<file path="src/rtl/core/dvad_pkg.sv">
// ----------------------------------------------------------------------------
// dvad_pkg
// Shared types and constants of the masked 2x2 depth mean downsampler.
// ----------------------------------------------------------------------------
package dvad_pkg;

  // stream payload widths
  localparam int IN_W  = 16;
  localparam int OUT_W = 16;

  // configuration port
  localparam int CFG_IDX_W  = 1;
  localparam int CFG_DATA_W = 13;
  localparam int FW_W       = 12;
  localparam int FH_W       = 13;

  localparam logic [CFG_IDX_W-1:0] CFG_FRAME_WIDTH  = 1'd0;
  localparam logic [CFG_IDX_W-1:0] CFG_FRAME_HEIGHT = 1'd1;

  localparam logic [FW_W-1:0] FRAME_WIDTH_RST  = 12'd640;
  localparam logic [FH_W-1:0] FRAME_HEIGHT_RST = 13'd480;

  // row counter and height limit
  localparam int ROW_W = 12;
  localparam logic [FH_W-1:0] MAX_HEIGHT = 13'd4096;

  // op queue between front and back
  localparam int QUEUE_DEPTH = 4;
  localparam int QPTR_W      = 2;
  localparam int QCNT_W      = 3;

  typedef enum logic {
    OP_STORE = 1'b0,  // even row: park pair sum/count in the line store
    OP_EMIT  = 1'b1   // odd row: combine with line store, produce a result
  } op_kind_e;

  typedef struct packed {
    op_kind_e   kind;
    logic       last;
    logic [1:0] cnt;
  } op_ctl_t;

endpackage

</file>
<file path="src/rtl/core/dvad_queue.sv">
// ----------------------------------------------------------------------------
// dvad_queue
// Small FIFO of block ops between the pixel front and the averaging back.
// ----------------------------------------------------------------------------
module dvad_queue #(
  parameter int Width = 8
) (
  input  logic             clk_i,
  input  logic             rst_ni,
  input  logic             push_i,
  input  logic [Width-1:0] wr_data_i,
  input  logic             pop_i,
  output logic [Width-1:0] rd_data_o,
  output logic             full_o,
  output logic             empty_o
);
  import dvad_pkg::*;

  logic [Width-1:0]  slot_q [QUEUE_DEPTH];
  logic [QPTR_W-1:0] wr_ptr_q, wr_ptr_d;
  logic [QPTR_W-1:0] rd_ptr_q, rd_ptr_d;
  logic [QCNT_W-1:0] cnt_q, cnt_d;

  assign full_o    = (cnt_q == QCNT_W'(QUEUE_DEPTH));
  assign empty_o   = (cnt_q == '0);
  assign rd_data_o = slot_q[rd_ptr_q];

  always_comb begin
    wr_ptr_d = wr_ptr_q;
    rd_ptr_d = rd_ptr_q;
    cnt_d    = cnt_q;
    if (push_i) begin
      wr_ptr_d = wr_ptr_q + 1'b1;
    end
    if (pop_i) begin
      rd_ptr_d = rd_ptr_q + 1'b1;
    end
    if (push_i && !pop_i) begin
      cnt_d = cnt_q + 1'b1;
    end else if (!push_i && pop_i) begin
      cnt_d = cnt_q - 1'b1;
    end
  end

  always_ff @(posedge clk_i or negedge rst_ni) begin
    if (!rst_ni) begin
      wr_ptr_q <= '0;
      rd_ptr_q <= '0;
      cnt_q    <= '0;
    end else begin
      wr_ptr_q <= wr_ptr_d;
      rd_ptr_q <= rd_ptr_d;
      cnt_q    <= cnt_d;
    end
  end

  always_ff @(posedge clk_i) begin
    if (push_i) begin
      slot_q[wr_ptr_q] <= wr_data_i;
    end
  end

endmodule

</file>
<file path="config.mk">
export PLATFORM = sky130hd
export DESIGN_NAME = dvad_queue
export DESIGN_NICKNAME = d
export VERILOG_FILES = /design/src/rtl/core/dvad_pkg.sv /design/src/rtl/core/dvad_queue.sv
export SDC_FILE = /design/constraint.sdc
export NUM_CORES = 1
export LEC_CHECK = 0
export BUFFER_PORTS_ARGS = -buffer_cell sky130_fd_sc_hd__buf_2
export CORE_ASPECT_RATIO = 0.7
export CORE_MARGIN = 3
export CORE_UTILIZATION = 35
export DETAILED_ROUTE_END_ITERATION = 16
export PLACE_DENSITY = 0.54
export SETUP_SLACK_MARGIN = 0.05
export SYNTH_ARGS = -nofsm -noshare
export SYNTH_HDL_FRONTEND = slang
export SYNTH_SLANG_ARGS = --single-unit
export TNS_END_PERCENT = 30
</file>
<file path="constraint.sdc">
create_clock -name clk_i -period 1.3 [get_ports clk_i]
set_input_delay 0.26 -clock clk_i [delete_from_list [all_inputs] [get_ports clk_i]]
set_output_delay 0.26 -clock clk_i [all_outputs]
set_load 0.02 [all_outputs]
</file>
==> impl_metrics.yaml <==
routing:
  detail_route.wl_per_cell_um: 15.5
  drt_iter0_drc: 28
  wirelength_mm: 2.62
  drtAntennaViolNets: 0
  vias: 784
  drc: 0
  via_per_inst: 4.64
  dr.pass1.iters: 2
placed_design:
  gp_congestion: 0.683
  post-dp-hpwl_mm: 1.92
  placement.io_buffers: 21
sta:
  setup_viol: 12
  setup_tns_ns: -3.68
  finalWorstSetupSlack_ns: -0.446
  fmaxAchievable_ghz: 0.573
  rsz0062_at_grt: "yes"
  period_share: 1.34
  max_slew_margin: 0.834
  slew_violations: 0
  hold_viol: 0
  period_minus_slack_ns: 1.75
  worst_slew_pin_slew_ns: 0.249
  fin_skew_ns: 0.00325
cts:
  cts_max_level: 2
  path_clk_slew_ns: 0.07
  root_buffer: "clkbuf_8"
  cts_sinks: 39
  cts_tree: "yes"
  cts-buffers-inserted: 5
  ctsLongestPathBuffers: 2
  clkLatencyLatePin_ns: 0.28
setup_path:
  cp-end-kind: "output pin"
  arrival_ns: 1.49
  r2r_cells: 5
  path_class: "reg2out"
  required_ns: 1.04
  critPathMaxFanout: 3
  cp-start-kind: "flop"
run_status:
  violations: "setup timing"
  status: "complete, but fails checks"
global_route:
  grt_max_degree: 12
  grt_pass1_wl_mm: 4.10
  track_usage: 0.110
  grt.overflow.total: 0
  first_global_vias: 821
  antenna_found_initial: 0
yosys:
  syn-num-nets: 94
  synth_cell_types: 17
  syn_area_um2: 1550
  seq_area_frac_synth: 0.734
  synth_cells: 76
  ys_ff_latch: 39
  syn_avg_cell_area_um2: 20.4
  ys_warn_count: 0
cells_and_area:
  final_common_cell: "edfxtp_1"
  fin_nets: 134
  final_cell_mix: "edfxtp_1 (32), buf_2 (12), buf_4 (10)"
  num_antenna_cells: 0
  fillers: 362
  syn2layout_area_growth_pct: 29.8
  final_util: 0.491
  drive_gt1_frac: 0.530
hold_path:
  hold_class: "in2reg"
  min_path_cells: 1
floorplan:
  io_pins: 22
  rows: 19
  dieWidth_um: 85.5
  die-height_um: 61.6
  start_util: 0.379
  core_area_um2: 4090
  dieArea_um2: 5270
power:
  ir_drop_mv: 0.970
  total_power_mw: 4.44
  leakage_nw: 0.765
  power.density_nw_per_um2: 2210
flow_run:
  maxCapViolCount: 0
==> metrics by stage <==
step	cell area, µm²	setup slack (ns)	hold slack, ns	std cells
6_report	2010	-0.446	0.195	169
5_1_grt	2010	-0.496	0.189	169
4_1_cts	1990	-0.467	0.181	168
3_5_place_dp	1830	-0.213	0.105	159
3_3_place_gp	1830	-0.168	0.104	159
2_1_floorplan	1550	-0.0135	-0.0356	76
==> worst paths after layout <==
check                             start            to  slack (ns)
setup / recovery            rd_ptr_q[0]  rd_data_o[0]       -0.45
hold / removal             wr_data_i[3]  slot_q[0][3]        0.19
setup reg to reg               cnt_q[0]      cnt_q[2]       -0.08
hold reg to reg             wr_ptr_q[0]   wr_ptr_q[0]        0.52
max in group asynchronous        rst_ni   wr_ptr_q[0]        0.79
min in group asynchronous        rst_ni      cnt_q[2]        0.34
==> worst max-delay path, cell delays in order (launching register included) <==
cell and delay (ns):
dfrtp_1 0.39, buf_4 0.15, mux4_2 0.50, buf_2 0.18
==> synthesized netlist by cell type <==
cell type | instances | share of area
xnor2_1 | 2 | 0.011
buf_2 | 1 | 0.0032
mux4_2 | 8 | 0.12
and2_1 | 4 | 0.016
mux2_2 | 1 | 0.0073
xor2_1 | 4 | 0.023
nor2_1 | 1 | 0.0024
fa_1 | 1 | 0.013
buf_6 | 1 | 0.0073
ha_1 | 5 | 0.040
nor3b_1 | 1 | 0.0049
inv_1 | 4 | 0.0097
edfxtp_1 | 32 | 0.62
nor3_1 | 1 | 0.0032
o21ai_0 | 1 | 0.0032
dfrtp_1 | 7 | 0.11
nand2_1 | 2 | 0.0049
==> final cells by class <==
class	instances	area (µm²)	share of cell area
Sequential cell	39	1140	0.567
Timing Repair Buffer	35	307	0.153
Clock buffer	7	76.3	0.0380
Multi-Input combinational cell	31	403	0.200
Inverter	4	15.0	0.00747
Clock inverter	1	5.00	0.00249
Tap cell	52	65.1	0.0324
==> kinds of logic (layout without fill, tap and decap cells) <==
| group | Yosys count | in the layout | share of synthesized area |
|---|---|---|---|
| adders and majority gates | 6 | 6 | 0.0534 |
| AOI/OAI and AO/OA | 1 | 1 | 0.00323 |
| xor gates and xnor gates | 6 | 6 | 0.0340 |
| muxes | 9 | 9 | 0.124 |
| and+or+nand+nor | 9 | 9 | 0.0315 |
| buffers and inverters | 6 | 47 | 0.0202 |
| DFF | 39 | 39 | 0.734 |
==> power breakdown <==
group | internal, mW | total, mW | switching [mW]
Sequential | 1.68 | 1.90 | 0.214
Clock | 0.376 | 0.747 | 0.371
Combinational | 1.01 | 1.80 | 0.784
==> layer usage <==
metal	track usage	routed length, µm	vias up
li1	-	-	364
met1	0.142	1270	399
met2	0.167	1190	16
met3	0.0428	137	5
met4	0.0542	31	0
met5	0	0	-
==> repair_timing <==
action / 4_1_cts / 5_1_grt
endpoints found under the hold margin: 7 / 0
buffers inserted: 0 / 1
setup endpoints to repair: 27 / 35
hold buffers: 1 / 0
resized for setup: 21 / 6
pin swaps: 4 / 0
==> flip-flops by register name (all words and copies together), names as in the netlist <==
register  count
cnt_q         3
wr_ptr_q      2
rd_ptr_q      2
slot_q       32
No activity file was read; power rests on OpenSTA's default activity.
