$ cat src/rtl/core/dvad_pkg.sv
// ----------------------------------------------------------------------------
// dvad_pkg
// Shared types and constants of the masked 2x2 depth mean downsampler.
// ----------------------------------------------------------------------------
package dvad_pkg;

  // stream payload widths
  localparam int IN_W  = 16;
  localparam int OUT_W = 16;

  // configuration port
  localparam int CFG_IDX_W  = 1;
  localparam int CFG_DATA_W = 13;
  localparam int FW_W       = 12;
  localparam int FH_W       = 13;

  localparam logic [CFG_IDX_W-1:0] CFG_FRAME_WIDTH  = 1'd0;
  localparam logic [CFG_IDX_W-1:0] CFG_FRAME_HEIGHT = 1'd1;

  localparam logic [FW_W-1:0] FRAME_WIDTH_RST  = 12'd640;
  localparam logic [FH_W-1:0] FRAME_HEIGHT_RST = 13'd480;

  // row counter and height limit
  localparam int ROW_W = 12;
  localparam logic [FH_W-1:0] MAX_HEIGHT = 13'd4096;

  // op queue between front and back
  localparam int QUEUE_DEPTH = 4;
  localparam int QPTR_W      = 2;
  localparam int QCNT_W      = 3;

  typedef enum logic {
    OP_STORE = 1'b0,  // even row: park pair sum/count in the line store
    OP_EMIT  = 1'b1   // odd row: combine with line store, produce a result
  } op_kind_e;

  typedef struct packed {
    op_kind_e   kind;
    logic       last;
    logic [1:0] cnt;
  } op_ctl_t;

endpackage

$ cat src/rtl/core/dvad_if.sv
// ----------------------------------------------------------------------------
// dvad stream interfaces
// Valid/ready channels for input depth pixels and averaged output pixels.
// ----------------------------------------------------------------------------
interface dvad_in_if;
  logic        valid;
  logic        ready;
  logic [15:0] depth_value;

  modport source (output valid, output depth_value, input ready);
  modport sink   (input valid, input depth_value, output ready);
endinterface


$ cat src/rtl/core/dvad_front.sv
// ----------------------------------------------------------------------------
// dvad_front
// Accepts pixels, tracks column/row position, pairs even/odd columns and
// queues one op per pixel pair inside the used (even) frame area.
// ----------------------------------------------------------------------------
module dvad_front #(
  parameter int MAX_WIDTH  = 2048,
  parameter int DEPTH_BITS = 16,
  parameter int OpW        = 8
) (
  input  logic                        clk_i,
  input  logic                        rst_ni,
  dvad_in_if.sink                     pix,
  input  logic [dvad_pkg::FW_W-1:0]   frame_width_i,
  input  logic [dvad_pkg::FH_W-1:0]   frame_height_i,
  input  logic                        q_full_i,
  output logic                        push_o,
  output logic [OpW-1:0]              op_o
);
  import dvad_pkg::*;

  localparam int PixW = (DEPTH_BITS < IN_W) ? DEPTH_BITS : IN_W;
  localparam int ColW = $clog2(MAX_WIDTH);
  localparam int IdxW = ColW - 1;
  localparam int WW   = (ColW + 1 > FW_W) ? ColW + 1 : FW_W;

  typedef struct packed {
    op_ctl_t         ctl;
    logic [IdxW-1:0] idx;
    logic [PixW:0]   sum;
  } op_t;

  logic [ColW-1:0]  col_q, col_d;
  logic [ROW_W-1:0] row_q, row_d;
  logic [PixW-1:0]  held_q, held_d;

  logic [WW-1:0]    fw_ext, w, used_w, c_ext;
  logic [FH_W-1:0]  h, used_h, r_ext;
  logic [PixW-1:0]  d;
  logic             accept, in_area;
  op_t              op;

  assign d      = pix.depth_value[PixW-1:0];
  assign fw_ext = WW'(frame_width_i);

  always_comb begin
    if (fw_ext < WW'(2)) begin
      w = WW'(2);
    end else if (fw_ext > WW'(MAX_WIDTH)) begin
      w = WW'(MAX_WIDTH);
    end else begin
      w = fw_ext;
    end
    if (frame_height_i < FH_W'(2)) begin
      h = FH_W'(2);
    end else if (frame_height_i > MAX_HEIGHT) begin
      h = MAX_HEIGHT;
    end else begin
      h = frame_height_i;
    end
  end

  assign used_w  = {w[WW-1:1], 1'b0};
  assign used_h  = {h[FH_W-1:1], 1'b0};
  assign c_ext   = WW'(col_q);
  assign r_ext   = FH_W'(row_q);
  assign in_area = (c_ext < used_w) && (r_ext < used_h);

  assign pix.ready = !q_full_i;
  assign accept    = pix.valid && !q_full_i;
  assign push_o    = accept && in_area && col_q[0];

  always_comb begin
    op.ctl.kind = row_q[0] ? OP_EMIT : OP_STORE;
    op.ctl.last = (r_ext == used_h - 1'b1) && (c_ext == used_w - 1'b1);
    op.ctl.cnt  = 2'((held_q != '0)) + 2'((d != '0));
    op.idx      = col_q[ColW-1:1];
    op.sum      = (PixW+1)'(held_q) + (PixW+1)'(d);
  end
  assign op_o = op;

  always_comb begin
    col_d  = col_q;
    row_d  = row_q;
    held_d = held_q;
    if (accept) begin
      if (in_area && !col_q[0]) begin
        held_d = d;
      end
      // a counter at or past the last index wraps, also after a size change
      if (c_ext >= w - 1'b1) begin
        col_d = '0;
        row_d = (r_ext >= h - 1'b1) ? '0 : row_q + 1'b1;
      end else begin
        col_d = col_q + 1'b1;
      end
    end
  end

  always_ff @(posedge clk_i or negedge rst_ni) begin
    if (!rst_ni) begin
      col_q  <= '0;
      row_q  <= '0;
      held_q <= '0;
    end else begin
      col_q  <= col_d;
      row_q  <= row_d;
      held_q <= held_d;
    end
  end

endmodule

$ cat src/flat_wrapper.sv
// flat-port wrapper written by rule: the top's interface ports become plain ports
module dvad_front_flat import dvad_pkg::*;
#(
  parameter int MAX_WIDTH  = 2048,
  parameter int DEPTH_BITS = 16,
  parameter int OpW        = 8
)
  (clk_i, rst_ni, frame_width_i, frame_height_i, q_full_i, push_o, op_o, pix_valid, pix_depth_value, pix_ready);
  dvad_in_if pix_i ();
  input  logic clk_i;
  input  logic rst_ni;
  input  logic [dvad_pkg::FW_W-1:0] frame_width_i;
  input  logic [dvad_pkg::FH_W-1:0] frame_height_i;
  input  logic q_full_i;
  output logic push_o;
  output logic [OpW-1:0] op_o;
  input wire logic [$bits(pix_i.valid)-1:0] pix_valid;
  input wire logic [$bits(pix_i.depth_value)-1:0] pix_depth_value;
  output wire logic [$bits(pix_i.ready)-1:0] pix_ready;
  assign pix_i.valid = pix_valid;
  assign pix_i.depth_value = pix_depth_value;
  assign pix_ready = pix_i.ready;
  dvad_front #(.MAX_WIDTH(MAX_WIDTH), .DEPTH_BITS(DEPTH_BITS), .OpW(OpW)) u_core (.clk_i(clk_i), .rst_ni(rst_ni), .pix(pix_i), .frame_width_i(frame_width_i), .frame_height_i(frame_height_i), .q_full_i(q_full_i), .push_o(push_o), .op_o(op_o));
endmodule
$ cat config.mk
export PLATFORM = sky130hd
export DESIGN_NAME = dvad_front_flat
export DESIGN_NICKNAME = d
export VERILOG_FILES = /design/src/rtl/core/dvad_pkg.sv /design/src/rtl/core/dvad_if.sv /design/src/rtl/core/dvad_front.sv /design/src/flat_wrapper.sv
export SDC_FILE = /design/constraint.sdc
export NUM_CORES = 1
export LEC_CHECK = 0
export BUFFER_PORTS_ARGS = -buffer_cell sky130_fd_sc_hd__clkbuf_2
export CORE_AREA = 2 2 77 79
export CTS_CLUSTER_DIAMETER = 120
export DETAILED_ROUTE_END_ITERATION = 8
export DIE_AREA = 0 0 79 81
export PLACE_DENSITY = 0.86
export REMOVE_ABC_BUFFERS = 1
export SYNTH_ARGS = -nofsm -noshare
export SYNTH_HDL_FRONTEND = slang
export SYNTH_SLANG_ARGS = --single-unit
$ cat constraint.sdc
create_clock -name clk_i -period 5.6 [get_ports clk_i]
set_input_delay 0.28 -clock clk_i [delete_from_list [all_inputs] [get_ports clk_i]]
set_output_delay 0.28 -clock clk_i [all_outputs]
set_load 0.005 [all_outputs]
==> metrics.yaml <==
status: "finished, final reports clean"
numClockSinks: 31
die_x_um: 79
hold_buffers: 0
top_layer: "met4"
grt_overflow_total: 0
leakagePower_nw: 1.77
timing_worst_setup_path_type: "primary input to flop"
hold_viol_final: 0
antenna_found_initial: 0
p_per_area_nw_per_um2: 226
track_usage_pct: 26.5
num_vias: 3300
drive_above_1_share_pct: 15.7
grt_pass1_wl_um: 13800
routed_wl_um: 8090
synthCells: 414
timing.fmax_mhz: 249
wl_met1_um: 3490
min_period_over_period_pct: 71.6
wl_per_cell_um: 15.1
firstDrtPassIters: 5
peakVddDrop_uv: 139
fin_ws_ns: 1.59
cp.required_ns: 5.76
clock_latency_ns: 0.28
r2r_slack_ns: 2.99
arrival_ns: 4.17
crit_path_end_kind: "flop"
ioPinCount: 55
worstMarginPinSlew_ns: 0.859
initial_core_util_pct: 60.3
cts_tree: "yes"
clk_pin_slew_ns: 0.07
cts-root-buf: "clkbuf_8"
critPathTopFamily: "compound AO/OA/AOI/OAI gates"
startpoint: "frame_height_i[12]"
setup_viol: 0
slowest_stage: "o221ai_1"
drc_errors: 0
crit_end: "u_core.row_q[5]"
cts_resized: 0
core_um2: 5680
synth-warning-count: 0
crit_fanout: 17
yosysSeqAreaShare_pct: 22.7
maxSlewHeadroom_pct: 42.7
rr_startpoint: "u_core.row_q[9]"
synth.avg_cell_area_um2: 8.26
skew_ns: 0.00494
cts_max_level: 2
async_flop_share_pct: 100
cts_setup_buffers: 0
fill_cells: 487
min_path_type: "primary input to async pin"
die_h_um: 81
cap_violations: 0
startpoint_type: "primary input"
dieArea_um2: 6400
period_needed_ns: 4.01
fp-row-count: 28
ant_nets: 0
rr_endpoint: "u_core.row_q[5]"
grt_max_degree: 32
clock_path_buffers: 2
dp_slack_ns: 1.40
drtIter0Drc: 266
fin_nets: 558
synth_seq_cells: 31
gp_congestion: 0.870
wl_met2_um: 4240
io_buffers: 46
crit_buf_inv: 2
dr_wl_met3_um: 244
rsz0062_at_grt: "no"
synth_cell_type_count: 59
drv_slew: 0
grt_pass1_vias: 3142
synthesis.area_um2: 3420
reg2regPathDepth: 6
synth_edf_count: 0
area_growth_pct: 10.8
numCtsBuffers: 5
place.detailed.hpwl_um: 6440
finalSetupTns_ns: 0
slowest_delay_ns: 0.68
routed_via_density: 6.17
path_cells: "clkbuf_2 > clkinv_1 > o211ai_1 > ha_1 > and4_1 > nor2_1 > o21ai_0 > ha_1 > o21a_1 > o21a_1 > o221ai_1 > nor2_1 > o311ai_0"
num_antenna_cells: 0
synth_ff_type: "dfrtp_1"
crit_cells: 13
[cell families (layout without fill, tap and decap cells)]
family,after synthesis,in the layout,share of synthesized area (%)
AND/OR/NAND/NOR,162,162,23.7
AO/OA/AOI/OAI,110,110,21.9
adder cells (fa/ha/maj),54,54,20.0
flip-flops,31,31,22.7
buffers and inverters,25,71,3.00
XOR/XNOR,23,23,5.89
multiplexers,9,9,2.89
[layer usage]
layer / GRT usage (%) / vias up
met5: 0 / -
met4: 7.93 / 0
met3: 2.78 / 12
met2: 51.4 / 86
met1: 30.6 / 1571
li1: - / 1631
[how the worst min path moves through the flow]
stage	start	endpoint	slack, ns
floorplan	rst_ni	u_core.col_q[0]	-0.02
global placement	rst_ni	u_core.row_q[3]	0.39
detailed placement	rst_ni	u_core.row_q[3]	0.40
CTS	rst_ni	u_core.row_q[3]	0.1
global route	rst_ni	u_core.row_q[3]	0.13
finish	rst_ni	u_core.row_q[3]	0.06
[where the power goes]
part / internal [mW] / switching (mW) / total [mW]
registers: 0.261 / 0.0367 / 0.297
clock network: 0.0871 / 0.0827 / 0.170
logic: 0.188 / 0.200 / 0.389
[synthesized netlist by cell type, types with 3 or more instances]
master,n,share of area (%)
nor4_1,3,0.55
nand2_1,55,6.0
nand3_1,15,2.2
a21oi_1,19,2.8
ha_1,53,19
a21o_1,9,2.0
nor2_1,34,3.7
nand4_1,4,0.73
or3_1,3,0.55
a21boi_0,4,0.88
o21ai_0,28,4.1
inv_1,15,1.6
dfrtp_1,31,23
nor3_1,13,1.9
mux2_2,7,2.3
o21a_1,7,1.5
o211ai_1,16,3.5
and4_1,3,0.77
nor2b_1,6,1.1
nand2b_1,5,0.91
clkbuf_1,6,0.66
xnor2_1,12,3.1
a211oi_1,5,1.1
xor2_1,11,2.8
and3_1,7,1.3
[cell type report]
type	count	area, µm²	area share, %
well taps	75	93.8	2.48
clock inverters	1	5.00	0.132
inverters	16	60.1	1.58
multi-input cells	358	2540	67.1
clock buffers	7	76.3	2.01
repair buffers	47	238	6.27
flip-flops and latches	31	776	20.5
[state kept, by name, summed over array words and instances (netlist names)]
signal	count
u_core.held_q	8
u_core.row_q	12
u_core.col_q	11
[stage by stage]
| stage | util [%] | hold slack [ns] | cell area, µm² | std cells | power [mW] |
|---|---|---|---|---|---|
| 2_1_floorplan | - | -0.0156 | 3380 | 405 | 0.551 |
| 3_3_place_gp | 65.4 | 0.392 | 3710 | 527 | 0.665 |
| 3_5_place_dp | 65.4 | 0.400 | 3710 | 527 | 0.688 |
| 4_1_cts | 66.8 | 0.0950 | 3790 | 535 | 0.855 |
| 5_1_grt | 66.8 | 0.130 | 3790 | 535 | 0.923 |
| 6_report | 66.8 | 0.0645 | 3790 | 535 | 0.856 |
[placed cells by master (no fill, tap or decap), types with 4 or more instances in the layout]
cell type  Yosys  final
nor2b_1        6      6
o21ai_0       28     28
nor2_1        34     34
a21o_1         9      9
a211oi_1       5      5
dfrtp_1       31     31
and3_1         7      7
xor2_1        11     11
nand4_1        4      4
a21oi_1       19     19
nor3_1        13     13
o21a_1         7      7
nand2_1       55     55
ha_1          53     53
nand2b_1       5      5
clkbuf_8       0      5
a21boi_0       4      4
xnor2_1       12     12
clkbuf_2       0     46
mux2_2         7      7
nand3_1       15     15
inv_1         15     15
o211ai_1      16     16
No activity file was read; power rests on OpenSTA's default activity.
